==> config.mk <==
export PLATFORM = sky130hd
export DESIGN_NAME = rc4_key_trial_check
export DESIGN_NICKNAME = d
export VERILOG_FILES = /design/src/hdl/rc4kc_pkg.sv /design/src/hdl/rc4_key_trial_check.sv /design/src/hdl/rc4kc_dp.sv /design/src/hdl/rc4kc_ctrl.sv
export SDC_FILE = /design/constraint.sdc
export NUM_CORES = 2
export LEC_CHECK = 0
export BUFFER_PORTS_ARGS = -buffer_cell sky130_fd_sc_hd__buf_2
export CAP_MARGIN = 10
export CORE_ASPECT_RATIO = 2
export CORE_UTILIZATION = 41
export DETAILED_ROUTE_END_ITERATION = 10
export PLACE_DENSITY = 0.68
export SETUP_SLACK_MARGIN = 0.3
export SYNTH_ARGS = -nofsm -noshare
export SYNTH_HDL_FRONTEND = slang
export SYNTH_HIERARCHICAL = 1
export SYNTH_SLANG_ARGS = --single-unit
==> constraint.sdc <==
create_clock -name clk -period 20.8 [get_ports clk]
set_input_delay 5.2 -clock clk [delete_from_list [all_inputs] [get_ports clk]]
set_output_delay 5.2 -clock clk [all_outputs]
set_load 0.005 [all_outputs]
==> src/hdl/rc4kc_pkg.sv <==
`timescale 1ns / 1ps
// Package for the RC4 key trial checker: shared types, command and status
// structs, register map codes and fixed sizes. No dependencies.
package rc4kc_pkg;

  localparam int BYTE_W  = 8;
  localparam int KEY_W   = 40;
  localparam int TGT_W   = 128;
  localparam int LEN_W   = 5;
  localparam int TBL_AW  = 8;
  localparam int TBL_DEPTH = 256;

  localparam logic [TBL_AW-1:0] TBL_LAST_IDX  = 8'hFF;
  localparam logic [LEN_W-1:0]  CMP_LEN_RESET = 5'd16;

  // Register indexes on the configuration port
  localparam logic [1:0] REG_TGT_LO  = 2'd0;
  localparam logic [1:0] REG_TGT_HI  = 2'd1;
  localparam logic [1:0] REG_CMP_LEN = 2'd2;

  typedef enum logic [3:0] {
    ST_IDLE,
    ST_SCH_RDI,
    ST_SCH_RDJ,
    ST_SCH_WRI,
    ST_SCH_WRJ,
    ST_GEN_RDX,
    ST_GEN_RDY,
    ST_GEN_WRX,
    ST_GEN_WRY,
    ST_GEN_CMP,
    ST_FINISH
  } rc4kc_state_t;

  typedef enum logic [3:0] {
    OP_NOP,
    OP_LOAD,
    OP_SCH_RDI,
    OP_SCH_RDJ,
    OP_SCH_WRI,
    OP_SCH_WRJ,
    OP_GEN_RDX,
    OP_GEN_RDY,
    OP_GEN_WRX,
    OP_GEN_WRY,
    OP_GEN_CMP
  } dp_op_t;

  typedef struct packed {
    dp_op_t op;
  } dp_cmd_t;

  typedef struct packed {
    logic sched_last;  // schedule index at 255
    logic gen_last;    // current keystream byte is the last one compared
    logic byte_ok;     // keystream byte equals target byte
    logic len_zero;    // nothing to compare
  } dp_status_t;

endpackage

==> src/hdl/rc4_key_trial_check.sv <==
`timescale 1ns / 1ps
// RC4 key trial checker, top level: configuration registers, result register,
// controller and datapath. Depends on rc4kc_pkg, rc4kc_ctrl and rc4kc_dp.
//
// Usage:
//   Input channel s_*: one 40-bit candidate key per item. The block runs the
//   RC4 key schedule over a 256-byte permutation, then generates keystream
//   bytes and compares them with the target set over the register port.
//   Output channel m_*: one item per key, the key in tdata and the match flag
//   in tuser.
//   Register port: 64-bit APB-style; target low at 0x00, target high at 0x08,
//   compare length at 0x10. Write registers only while no key is in flight.
// Sequence:
//   After acceptance the block runs the schedule: SCH_RDI once, then per
//   swap SCH_RDJ, SCH_WRI and SCH_WRJ. Then GEN_RDX once, and per keystream
//   byte GEN_RDY, GEN_WRX, GEN_WRY and GEN_CMP, stopping at the first
//   mismatch or after the last byte compared; with length zero no keystream
//   is generated. The table, one read and one write a cycle, sets this split.
//   One key is worked at a time; the next is accepted in the cycle after the
//   result is loaded.
// Reset clears the controller, the result valid flag and the registers to
// their defaults (compare length 16). The table needs no clear: entries not
// yet written for the current key read as their index.
// Receiver stall: the result register holds the result; a key may be
// accepted and worked while it waits, and the finished result then holds
// in the block until the register frees.
module rc4_key_trial_check
  import rc4kc_pkg::*;
#(
  parameter int KEY_BYTES = 5,
  parameter int MAX_COMPARE_BYTES = 16
) (
  input  logic        clk,
  input  logic        rst,
  // Input stream
  input  logic        s_tvalid,
  output logic        s_tready,
  input  logic [39:0] s_tdata,   // [39:0] candidate_key
  // Output stream
  output logic        m_tvalid,
  input  logic        m_tready,
  output logic [39:0] m_tdata,   // [39:0] tested_key
  output logic [0:0]  m_tuser,   // [0] key_matches
  // Configuration port
  input  logic        psel,
  input  logic        penable,
  input  logic        pwrite,
  input  logic [4:0]  paddr,
  input  logic [63:0] pwdata,
  output logic [63:0] prdata,
  output logic        pready
);

  logic [63:0]       tgt_lo;
  logic [63:0]       tgt_hi;
  logic [LEN_W-1:0]  cmp_len;
  logic              cfg_wr;
  logic [1:0]        reg_idx;

  logic              res_valid;
  logic              res_match_q;
  logic [KEY_W-1:0]  res_key;

  dp_cmd_t           cmd;
  dp_status_t        status;
  logic              out_free;
  logic              res_load;
  logic              res_match;
  logic [KEY_W-1:0]  cur_key;

  // Register port: always ready, write on the access phase
  assign pready  = 1'b1;
  assign reg_idx = paddr[4:3];
  assign cfg_wr  = psel & penable & pwrite & pready;

  always_ff @(posedge clk) begin
    if (rst) begin
      tgt_lo  <= '0;
      tgt_hi  <= '0;
      cmp_len <= CMP_LEN_RESET;
    end else if (cfg_wr) begin
      case (reg_idx)
        REG_TGT_LO:  tgt_lo  <= pwdata;
        REG_TGT_HI:  tgt_hi  <= pwdata;
        REG_CMP_LEN: cmp_len <= pwdata[LEN_W-1:0];
        default: ;   // addresses past the map are dropped
      endcase
    end
  end

  always_comb begin
    case (reg_idx)
      REG_TGT_LO:  prdata = tgt_lo;
      REG_TGT_HI:  prdata = tgt_hi;
      REG_CMP_LEN: prdata = {{(64-LEN_W){1'b0}}, cmp_len};
      default:     prdata = '0;
    endcase
  end

  // Result register: frees when empty or taken this cycle
  assign out_free = !res_valid || m_tready;

  always_ff @(posedge clk) begin
    if (rst) begin
      res_valid <= 1'b0;
    end else if (res_load) begin
      res_valid <= 1'b1;
    end else if (m_tready) begin
      res_valid <= 1'b0;
    end
  end

  always_ff @(posedge clk) begin
    if (res_load) begin
      res_match_q <= res_match;
      res_key     <= cur_key;
    end
  end

  assign m_tvalid   = res_valid;
  assign m_tdata    = res_key;
  assign m_tuser[0] = res_match_q;

  rc4kc_ctrl u_ctrl (
    .clk       (clk),
    .rst       (rst),
    .s_tvalid  (s_tvalid),
    .out_free  (out_free),
    .status    (status),
    .cmd       (cmd),
    .s_tready  (s_tready),
    .res_load  (res_load),
    .res_match (res_match)
  );

  rc4kc_dp #(
    .KEY_BYTES         (KEY_BYTES),
    .MAX_COMPARE_BYTES (MAX_COMPARE_BYTES)
  ) u_dp (
    .clk     (clk),
    .rst     (rst),
    .cmd     (cmd),
    .s_key   (s_tdata),
    .target  ({tgt_hi, tgt_lo}),
    .cmp_len (cmp_len),
    .status  (status),
    .key     (cur_key)
  );

  // Once a key is taken, the block is busy for at least the next cycle
  a_busy_after_accept: assert property (@(posedge clk) disable iff (rst)
    (s_tvalid && s_tready) |=> !s_tready)
    else $error("input accepted on back-to-back cycles");

  // A fresh result carries the key that was worked
  a_result_key: assert property (@(posedge clk) disable iff (rst)
    $rose(m_tvalid) |-> (m_tdata == cur_key))
    else $error("result key differs from the key in work");

  // A result is loaded only when the output register can take it
  a_no_overwrite: assert property (@(posedge clk) disable iff (rst)
    (m_tvalid && !m_tready) |-> !res_load)
    else $error("pending result overwritten");

endmodule

==> src/hdl/rc4kc_dp.sv <==
`timescale 1ns / 1ps
// Datapath of the RC4 key trial checker: permutation table memory with
// written flags, schedule and generator indexes, key byte select and compare.
// Depends on rc4kc_pkg.
module rc4kc_dp
  import rc4kc_pkg::*;
#(
  parameter int KEY_BYTES = 5,
  parameter int MAX_COMPARE_BYTES = 16
) (
  input  logic              clk,
  input  logic              rst,
  input  dp_cmd_t           cmd,
  input  logic [KEY_W-1:0]  s_key,
  input  logic [TGT_W-1:0]  target,
  input  logic [LEN_W-1:0]  cmp_len,
  output dp_status_t        status,
  output logic [KEY_W-1:0]  key
);

  localparam int KIDX_W = (KEY_BYTES > 1) ? $clog2(KEY_BYTES) : 1;
  localparam int N_W    = (MAX_COMPARE_BYTES > 1) ? $clog2(MAX_COMPARE_BYTES) : 1;
  localparam logic [LEN_W-1:0] MAX_LEN = LEN_W'(MAX_COMPARE_BYTES);
  localparam logic [KIDX_W-1:0] KIDX_LAST = KIDX_W'(KEY_BYTES - 1);

  logic [BYTE_W-1:0] mem [TBL_DEPTH];
  logic [TBL_DEPTH-1:0] written;
  logic [BYTE_W-1:0] rd;
  logic              rd_flag;
  logic [TBL_AW-1:0] ra_q;

  logic [TBL_AW-1:0] i;
  logic [TBL_AW-1:0] j;
  logic [BYTE_W-1:0] a;
  logic [BYTE_W-1:0] b;
  logic [KIDX_W-1:0] kidx;
  logic [N_W-1:0]    n;

  logic [TBL_AW-1:0] ra;
  logic              we;
  logic [TBL_AW-1:0] wa;
  logic [BYTE_W-1:0] wd;
  logic [BYTE_W-1:0] sval;
  logic [BYTE_W-1:0] kb;
  logic [TBL_AW-1:0] jn;
  logic [63:0]       key_wide;
  logic [5:0]        kshift;
  logic [6:0]        tbit;
  logic [BYTE_W-1:0] tgt_byte;
  logic [LEN_W-1:0]  eff_len;

  // Entry never written since the item started reads as its own index
  assign sval = rd_flag ? rd : ra_q;

  assign key_wide = {{(64-KEY_W){1'b0}}, key};
  assign kshift   = 6'((KEY_BYTES - 1 - int'(kidx)) * 8);
  assign kb       = key_wide[kshift +: 8];
  assign jn       = j + kb + sval;

  assign tbit     = 7'(n) << 3;
  assign tgt_byte = target[tbit +: 8];
  assign eff_len  = (cmp_len > MAX_LEN) ? MAX_LEN : cmp_len;

  assign status.sched_last = (i == TBL_LAST_IDX);
  assign status.gen_last   = ((LEN_W'(n) + LEN_W'(1)) == eff_len);
  assign status.byte_ok    = (sval == tgt_byte);
  assign status.len_zero   = (eff_len == '0);

  always_comb begin
    ra = i;
    we = 1'b0;
    wa = i;
    wd = sval;
    case (cmd.op)
      OP_SCH_RDI: ra = i;
      OP_SCH_RDJ: ra = jn;
      OP_SCH_WRI: begin
        we = 1'b1;
        wa = i;
        wd = sval;
      end
      OP_SCH_WRJ: begin
        we = 1'b1;
        wa = j;
        wd = a;
        ra = i + 8'd1;
      end
      OP_GEN_RDX: ra = i + 8'd1;
      OP_GEN_RDY: ra = j + sval;
      OP_GEN_WRX: begin
        we = 1'b1;
        wa = i;
        wd = sval;
      end
      OP_GEN_WRY: begin
        we = 1'b1;
        wa = j;
        wd = a;
        ra = a + b;
      end
      OP_GEN_CMP: ra = i + 8'd1;
      default: ra = i;
    endcase
  end

  // Table memory: one write and one registered read per cycle, write-first
  always_ff @(posedge clk) begin
    if (we) begin
      mem[wa] <= wd;
    end
    rd   <= (we && wa == ra) ? wd : mem[ra];
    ra_q <= ra;
  end

  always_ff @(posedge clk) begin
    if (rst) begin
      written <= '0;
      rd_flag <= 1'b0;
    end else if (cmd.op == OP_LOAD) begin
      written <= '0;
      rd_flag <= 1'b0;
    end else begin
      rd_flag <= written[ra] | (we && wa == ra);
      if (we) begin
        written[wa] <= 1'b1;
      end
    end
  end

  always_ff @(posedge clk) begin
    case (cmd.op)
      OP_LOAD: begin
        key  <= s_key;
        i    <= '0;
        j    <= '0;
        kidx <= '0;
        n    <= '0;
      end
      OP_SCH_RDJ: begin
        a <= sval;
        j <= jn;
      end
      OP_SCH_WRJ: begin
        i    <= i + 8'd1;
        kidx <= (kidx == KIDX_LAST) ? '0 : kidx + KIDX_W'(1);
        if (i == TBL_LAST_IDX) begin
          j <= '0;
        end
      end
      OP_GEN_RDX: i <= i + 8'd1;
      OP_GEN_RDY: begin
        a <= sval;
        j <= j + sval;
      end
      OP_GEN_WRX: b <= sval;
      OP_GEN_CMP: begin
        i <= i + 8'd1;
        n <= n + N_W'(1);
      end
      default: ;
    endcase
  end

endmodule

==> src/hdl/rc4kc_ctrl.sv <==
`timescale 1ns / 1ps
// Controller of the RC4 key trial checker: sequences the key schedule and
// keystream compare, tracks the match flag. Depends on rc4kc_pkg.
module rc4kc_ctrl
  import rc4kc_pkg::*;
(
  input  logic       clk,
  input  logic       rst,
  input  logic       s_tvalid,
  input  logic       out_free,
  input  dp_status_t status,
  output dp_cmd_t    cmd,
  output logic       s_tready,
  output logic       res_load,
  output logic       res_match
);

  rc4kc_state_t state;
  rc4kc_state_t state_next;
  logic         matched;

  always_comb begin
    state_next = state;
    case (state)
      ST_IDLE:    if (s_tvalid) state_next = ST_SCH_RDI;
      ST_SCH_RDI: state_next = ST_SCH_RDJ;
      ST_SCH_RDJ: state_next = ST_SCH_WRI;
      ST_SCH_WRI: state_next = ST_SCH_WRJ;
      ST_SCH_WRJ: begin
        if (!status.sched_last) state_next = ST_SCH_RDJ;
        else if (status.len_zero) state_next = ST_FINISH;
        else state_next = ST_GEN_RDX;
      end
      ST_GEN_RDX: state_next = ST_GEN_RDY;
      ST_GEN_RDY: state_next = ST_GEN_WRX;
      ST_GEN_WRX: state_next = ST_GEN_WRY;
      ST_GEN_WRY: state_next = ST_GEN_CMP;
      ST_GEN_CMP: begin
        if (!status.byte_ok || status.gen_last) state_next = ST_FINISH;
        else state_next = ST_GEN_RDY;
      end
      ST_FINISH:  if (out_free) state_next = ST_IDLE;
      default:    state_next = ST_IDLE;
    endcase
  end

  always_comb begin
    cmd.op    = OP_NOP;
    s_tready  = 1'b0;
    res_load  = 1'b0;
    res_match = matched;
    case (state)
      ST_IDLE: begin
        s_tready = 1'b1;
        if (s_tvalid) cmd.op = OP_LOAD;
      end
      ST_SCH_RDI: cmd.op = OP_SCH_RDI;
      ST_SCH_RDJ: cmd.op = OP_SCH_RDJ;
      ST_SCH_WRI: cmd.op = OP_SCH_WRI;
      ST_SCH_WRJ: cmd.op = OP_SCH_WRJ;
      ST_GEN_RDX: cmd.op = OP_GEN_RDX;
      ST_GEN_RDY: cmd.op = OP_GEN_RDY;
      ST_GEN_WRX: cmd.op = OP_GEN_WRX;
      ST_GEN_WRY: cmd.op = OP_GEN_WRY;
      ST_GEN_CMP: cmd.op = OP_GEN_CMP;
      ST_FINISH:  res_load = out_free;
      default:    cmd.op = OP_NOP;
    endcase
  end

  always_ff @(posedge clk) begin
    if (rst) begin
      state   <= ST_IDLE;
      matched <= 1'b0;
    end else begin
      state <= state_next;
      if (state == ST_IDLE && s_tvalid) begin
        matched <= 1'b1;
      end else if (state == ST_GEN_CMP && !status.byte_ok) begin
        matched <= 1'b0;
      end
    end
  end

endmodule

Yosys cells after proc, flatten, opt, wreduce, memory -nomap -nowiden. Memories as Yosys holds them, arrays and structs flattened. A register that Yosys moved wholly into a read port is not among the register bits. Cells that the tools add are included.

Register bits: 524. Latch bits: 0. Bits in writable memories: 2048. Memory bits (read-only): 0. Memories: 1.

Memories: u_dp.mem (words 256, bits a word 8, read ports 1, clocked after Yosys merged registers in 1, write ports 1, RTL line rc4kc_dp.sv:26) `logic [BYTE_W-1:0] mem [TBL_DEPTH];`.

Add/sub/neg operators: 9. Multiply operators: 0. Div/mod/pow operators: 0. Magnitude comparators: 4. Equal/unequal tests: 29. Shifts and indexed selects: 2. Multiplexer cells: 33. Bitwise operators: 4. Reduce and logical (&&, ||, !) cells: 27.

Operator list (number): 256-bit bitwise OR (1); 64-bit case mux with 3 select lines (1); 128-bit by 8-bit variable part select with 8-bit output (1); 8-bit case mux with 4 select lines (2); 64-bit by 7-bit variable part select with 8-bit output (1); 4-bit case mux with 11 select lines (1); 4-bit case mux with 10 select lines (1); 8-bit adder (4); 4-bit by 3-bit equality test with 1-bit output (second input constant) (8); 8-bit two-way mux (4); 4-bit equality test (second input constant) (6); 4-bit two-way mux (5); 8-bit by 9-bit < comparator with 1-bit output (second input constant) (2); 8-bit equality test (2); 8-bit case mux with 2 select lines (1); 4-bit by 2-bit equality test with 1-bit output (second input constant) (3); 1-bit two-way mux (12); 2-bit AND reduction (5); 2-bit nonzero test (5); 8-bit by 1-bit adder with 8-bit output (second input constant) (1); 1-bit binary-select mux with 8-bit select (1); 1-bit demux with 8-bit select (1); 4-bit by 1-bit equality test with 1-bit output (second input constant) (2); 8-bit equality test (second input constant) (1); 28 further kinds (37).

Longest topological paths before layout.
Depth in word-level cells: 10. Mapped depth: 31. Gate-level depth less buffers: 22.

Cells and area by module. Netlist, hierarchy kept.

Modules (own cells, without submodules): rc4kc_dp (instances 1, cells an instance 4966, area each 95390.2 um2, seq. area each 69176.3 um2); rc4_key_trial_check (instances 1, cells an instance 702, area each 7709.9 um2, seq. area each 3913.8 um2); rc4kc_ctrl (instances 1, cells an instance 49, area each 397.9 um2, seq. area each 100.1 um2).

Worst setup path after synthesis. OpenSTA, ideal clock, no wires.

Path type: input port to flip-flop. Start point: input s_tvalid. End point: memory u_dp.mem[0][3], data pin. Arrival time: 16316 ps. Data required time: 18611 ps. Slack: 2296 ps. Cell stages on the path: 8. Path buffers: 3. Cells stage by stage: nor3_1 a211oi_1 nor2b_1 and2_0 buf_1 clkbuf_1 clkbuf_1 o21ai_0.

RTL lines: start: declaration (RTL line rc4_key_trial_check.sv:36) `input logic s_tvalid,`; end: declaration (RTL line rc4kc_dp.sv:26).

Worst setup path in the final report.
Start point: input paddr[3]. End point: output prdata[57].

Longest elaborated chain between the ends: 2. Elaborated cells between the ends (all ways): 4.

RTL lines: start: declaration (RTL line rc4_key_trial_check.sv:48) `input logic [4:0] paddr,`; 2-bit equality test (tied with other cells) (RTL line rc4_key_trial_check.sv:92) `case (reg_idx)`; 64-bit case mux with 3 select lines (*) (RTL line rc4_key_trial_check.sv:92); end: declaration (RTL line rc4_key_trial_check.sv:50) `output logic [63:0] prdata,`.

Mark *: on every way between the ends. The rest lies on a longest branch, timed or not.

==> results.md <==
- Fmax: 82.7 MHz
- VDD IR-drop max: 0.138 mV
- Vias: 55.0k
- Fill count: 20.8k
- Critical-path maximum fanout: 53
- Cell with the most instances after synthesis: edfxtp_1
- First-pass GRT wire length: 402000 µm
- Max-slew violation count: 0
- Synth async-reset ratio: 0%
- Main area contributors after synthesis: edfxtp_1 63%, mux4_2 14%, dfxtp_1 7.8%
- Worst Clk Skew: 0.106 ns
- CTS max path bufs: 4
- Hold Path Class: reg2reg
- Initial Utilization: 41.3%
- Clk root buf: clkbuf_16
- Total global-route track usage: 22.0%
- Failing checks: max-capacitance violations
- Mapped cell area: 0.103 mm²
- Die height: 713 µm
- Register area: 0.0732 mm²
- Syn_area_per_cell: 18.1 µm²
- DR iter-0 viols: 5582
- Number of synthesized flops with an enable pin: 2168
- DRC viols: 0
- Final #Nets: 6073
- Die width: 357 µm
- Die area: 0.255 mm²
- Avg WL per Cell: 30.0 µm
- # IOs: 224
- Core Region: 0.251 mm²
- Clk_lat worst skew: 0.94 ns
- Vias in the first global route: 56.6k
- Met1 WL: 91100 µm
- Register area share after synthesis: 70.7%
- Pleak: 37.4 nW
- Final setup viols: 0
- Arrival time at the worst endpoint: 6.89 ns
- WL final: 282000 µm
- Top sig layer: met5
- PortBufs: 219
- Area growth syn-to-layout: 11.8%
- Top-area cell type share of the netlist area: 62.9%
- Status: finished, violations left
- Cells after synthesis: 5717
- Final hold viol count: 0
- Placement Rows: 260
- Max-slew headroom: 1.89%
- Library cells used by synthesis: 88
- Cts hold-fix bufs: 0
- RSZ-0062 raised after global routing: no
- Pin count of the biggest net entering global routing: 195
- # resized after CTS: 0
- Slew @ Worst Pin: 1.46 ns
- HPWL after DPL: 185000 µm
- Met2 Routed Length: 147000 µm
- Initial antenna violation count: 16
- CP Data Required Time: 15.60 ns
- Setup TNS: 0 ns
- CP endpoint kind: output pin
- Total power: 17.3 mW
- Flops & latches, synth: 2572
- Commonest cells in the synthesized netlist: 2168 x edfxtp_1, 662 x mux4_2, 413 x nor2_1
- Setup Buffers After CTS: 0
- Dominant synthesized flop cell: edfxtp_1
- Final antenna-violating net count: 0
- Routed wl met3: 18900 µm
- Tcrit/Tclk final: 58.1%
- CTS clk-pin slew, worst paths: 0.06 ns
- H-tree lvl count: 4
- CTS Buf Count: 221
- Number of clock sinks: 2572
- Yosys top cell by area: edfxtp_1
- CP Class: in2out
- Yosys synthesis warning count: 6
- Startpoint types: input port
- Multi-input gate area: 0.0285 mm²
- First-pass DRT Iterations: 6
- PD cells: 150 mW/mm²
- Congestion Overflow GR: 0
- Number of max-cap violations: 1
- Via-per-instance ratio: 5.85
- TritonCTS clock tree: yes
- Syn_nets: 5868
- Final min period: 12.09 ns
- GPL Wtd Cong: 0.916
- Layout cells sized above 1: 23.4%
per-layer routing:
metal / vias to the layer above / track usage [%]
met5: - / 0
met4: 4 / 17.6
met3: 734 / 3.45
met2: 2529 / 38.8
met1: 28600 / 23.2
li1: 23200 / -
worst max-delay path: stages:
cell     delay [ns]
buf_4          0.25
buf_4          0.78
mux2i_1        0.30
nor2_1         0.08
buf_2          0.17
area by class of cell:
type / instances / area share (%)
Clock inverter: 130 / 1.30
Inverter: 48 / 0.164
Sequential cell: 2572 / 63.3
Clock buffer: 277 / 5.23
Timing Repair Buffer: 350 / 1.84
Multi-Input combinational cell: 2729 / 24.6
Antenna cell: 18 / 0.0389
Tap cell: 3275 / 3.54
power by group:
part	switching [mW]	internal (mW)	leakage [nW]
registers	0.143	6.81	22.8
clock network	1.89	2.43	3.68
logic	4.15	1.91	10.9
cells by family (layout without fill, tap and decap cells):
group,Yosys count,in the layout,share of synthesized area [%]
AOI/OAI and AO/OA,652,652,4.61
xor gates and xnor gates,40,40,0.338
adders and majority gates,35,35,0.496
buffers and inverters,416,805,1.89
DFF,2572,2572,70.7
muxes,934,934,17.1
other,1,19,0.00362
and+or+nand+nor,1067,1067,4.89
per-stage QoR:
stage                     hold WS [ns]  instances  setup slack, ns  util (%)  instance area (µm²)
after floorplan                  0.408       5717             2.30         -               103000
final                            0.447       9399             8.71      46.1               116000
after CTS                        0.449       9381             8.74      46.1               116000
after global placement           0.429       8974             8.74      43.1               108000
after global routing             0.454       9393             8.66      46.1               116000
after detailed placement         0.434       8974             8.74      43.1               108000
flip-flops by register name, summed over array words and instances, names as in the netlist, 40 cells and up:
name	cells
m_tdata	40
tgt_hi	64
tgt_lo	64
u_dp/key	40
u_dp/mem	2048
u_dp/written	256
path summary, 6_finish.rpt:
kind | from | end | slack [ns] | cells past startpoint
worst max-delay path | paddr[3] | prdata[57] | 8.71 | 5
worst min-delay path | u_dp/key[35]$_DFFE_PP_ | m_tdata[35]$_DFFE_PP_ | 0.45 | 0
worst max register to register | u_dp/ra_q[0]$_DFF_P_ | u_dp/rd_flag$_SDFF_PP0_ | 9.52 | 24
worst min register to register | u_dp/key[35]$_DFFE_PP_ | m_tdata[35]$_DFFE_PP_ | 0.45 | 0
cell usage in the layout, fill, tap and decap left out, types with 13 or more instances in the layout:
master and instances:
o22ai_1 14, xor2_1 16, nor2_1 408, nor2b_1 22, a211oi_1 74, nor3_1 25
ha_1 25, xnor2_1 24, clkinv_1 29, bufinv_16 29, inv_1 42, clkbuf_8 14
nand2b_1 210, edfxtp_1 2168, o211ai_1 18, mux4_2 662, buf_2 217, mux2i_1 259
and3_1 59, a22oi_1 19, a31oi_1 31, diode_2 18, clkbuf_16 229, nand3_1 45
o21a_1 261, nand2_1 219, a21oi_1 52, clkbuf_1 33, clkinvlp_4 16, dfxtp_1 397
o21ai_0 40, mux2_2 13, clkinv_2 38, a311oi_1 27, buf_4 129
Power figures use the tool's default switching activity.
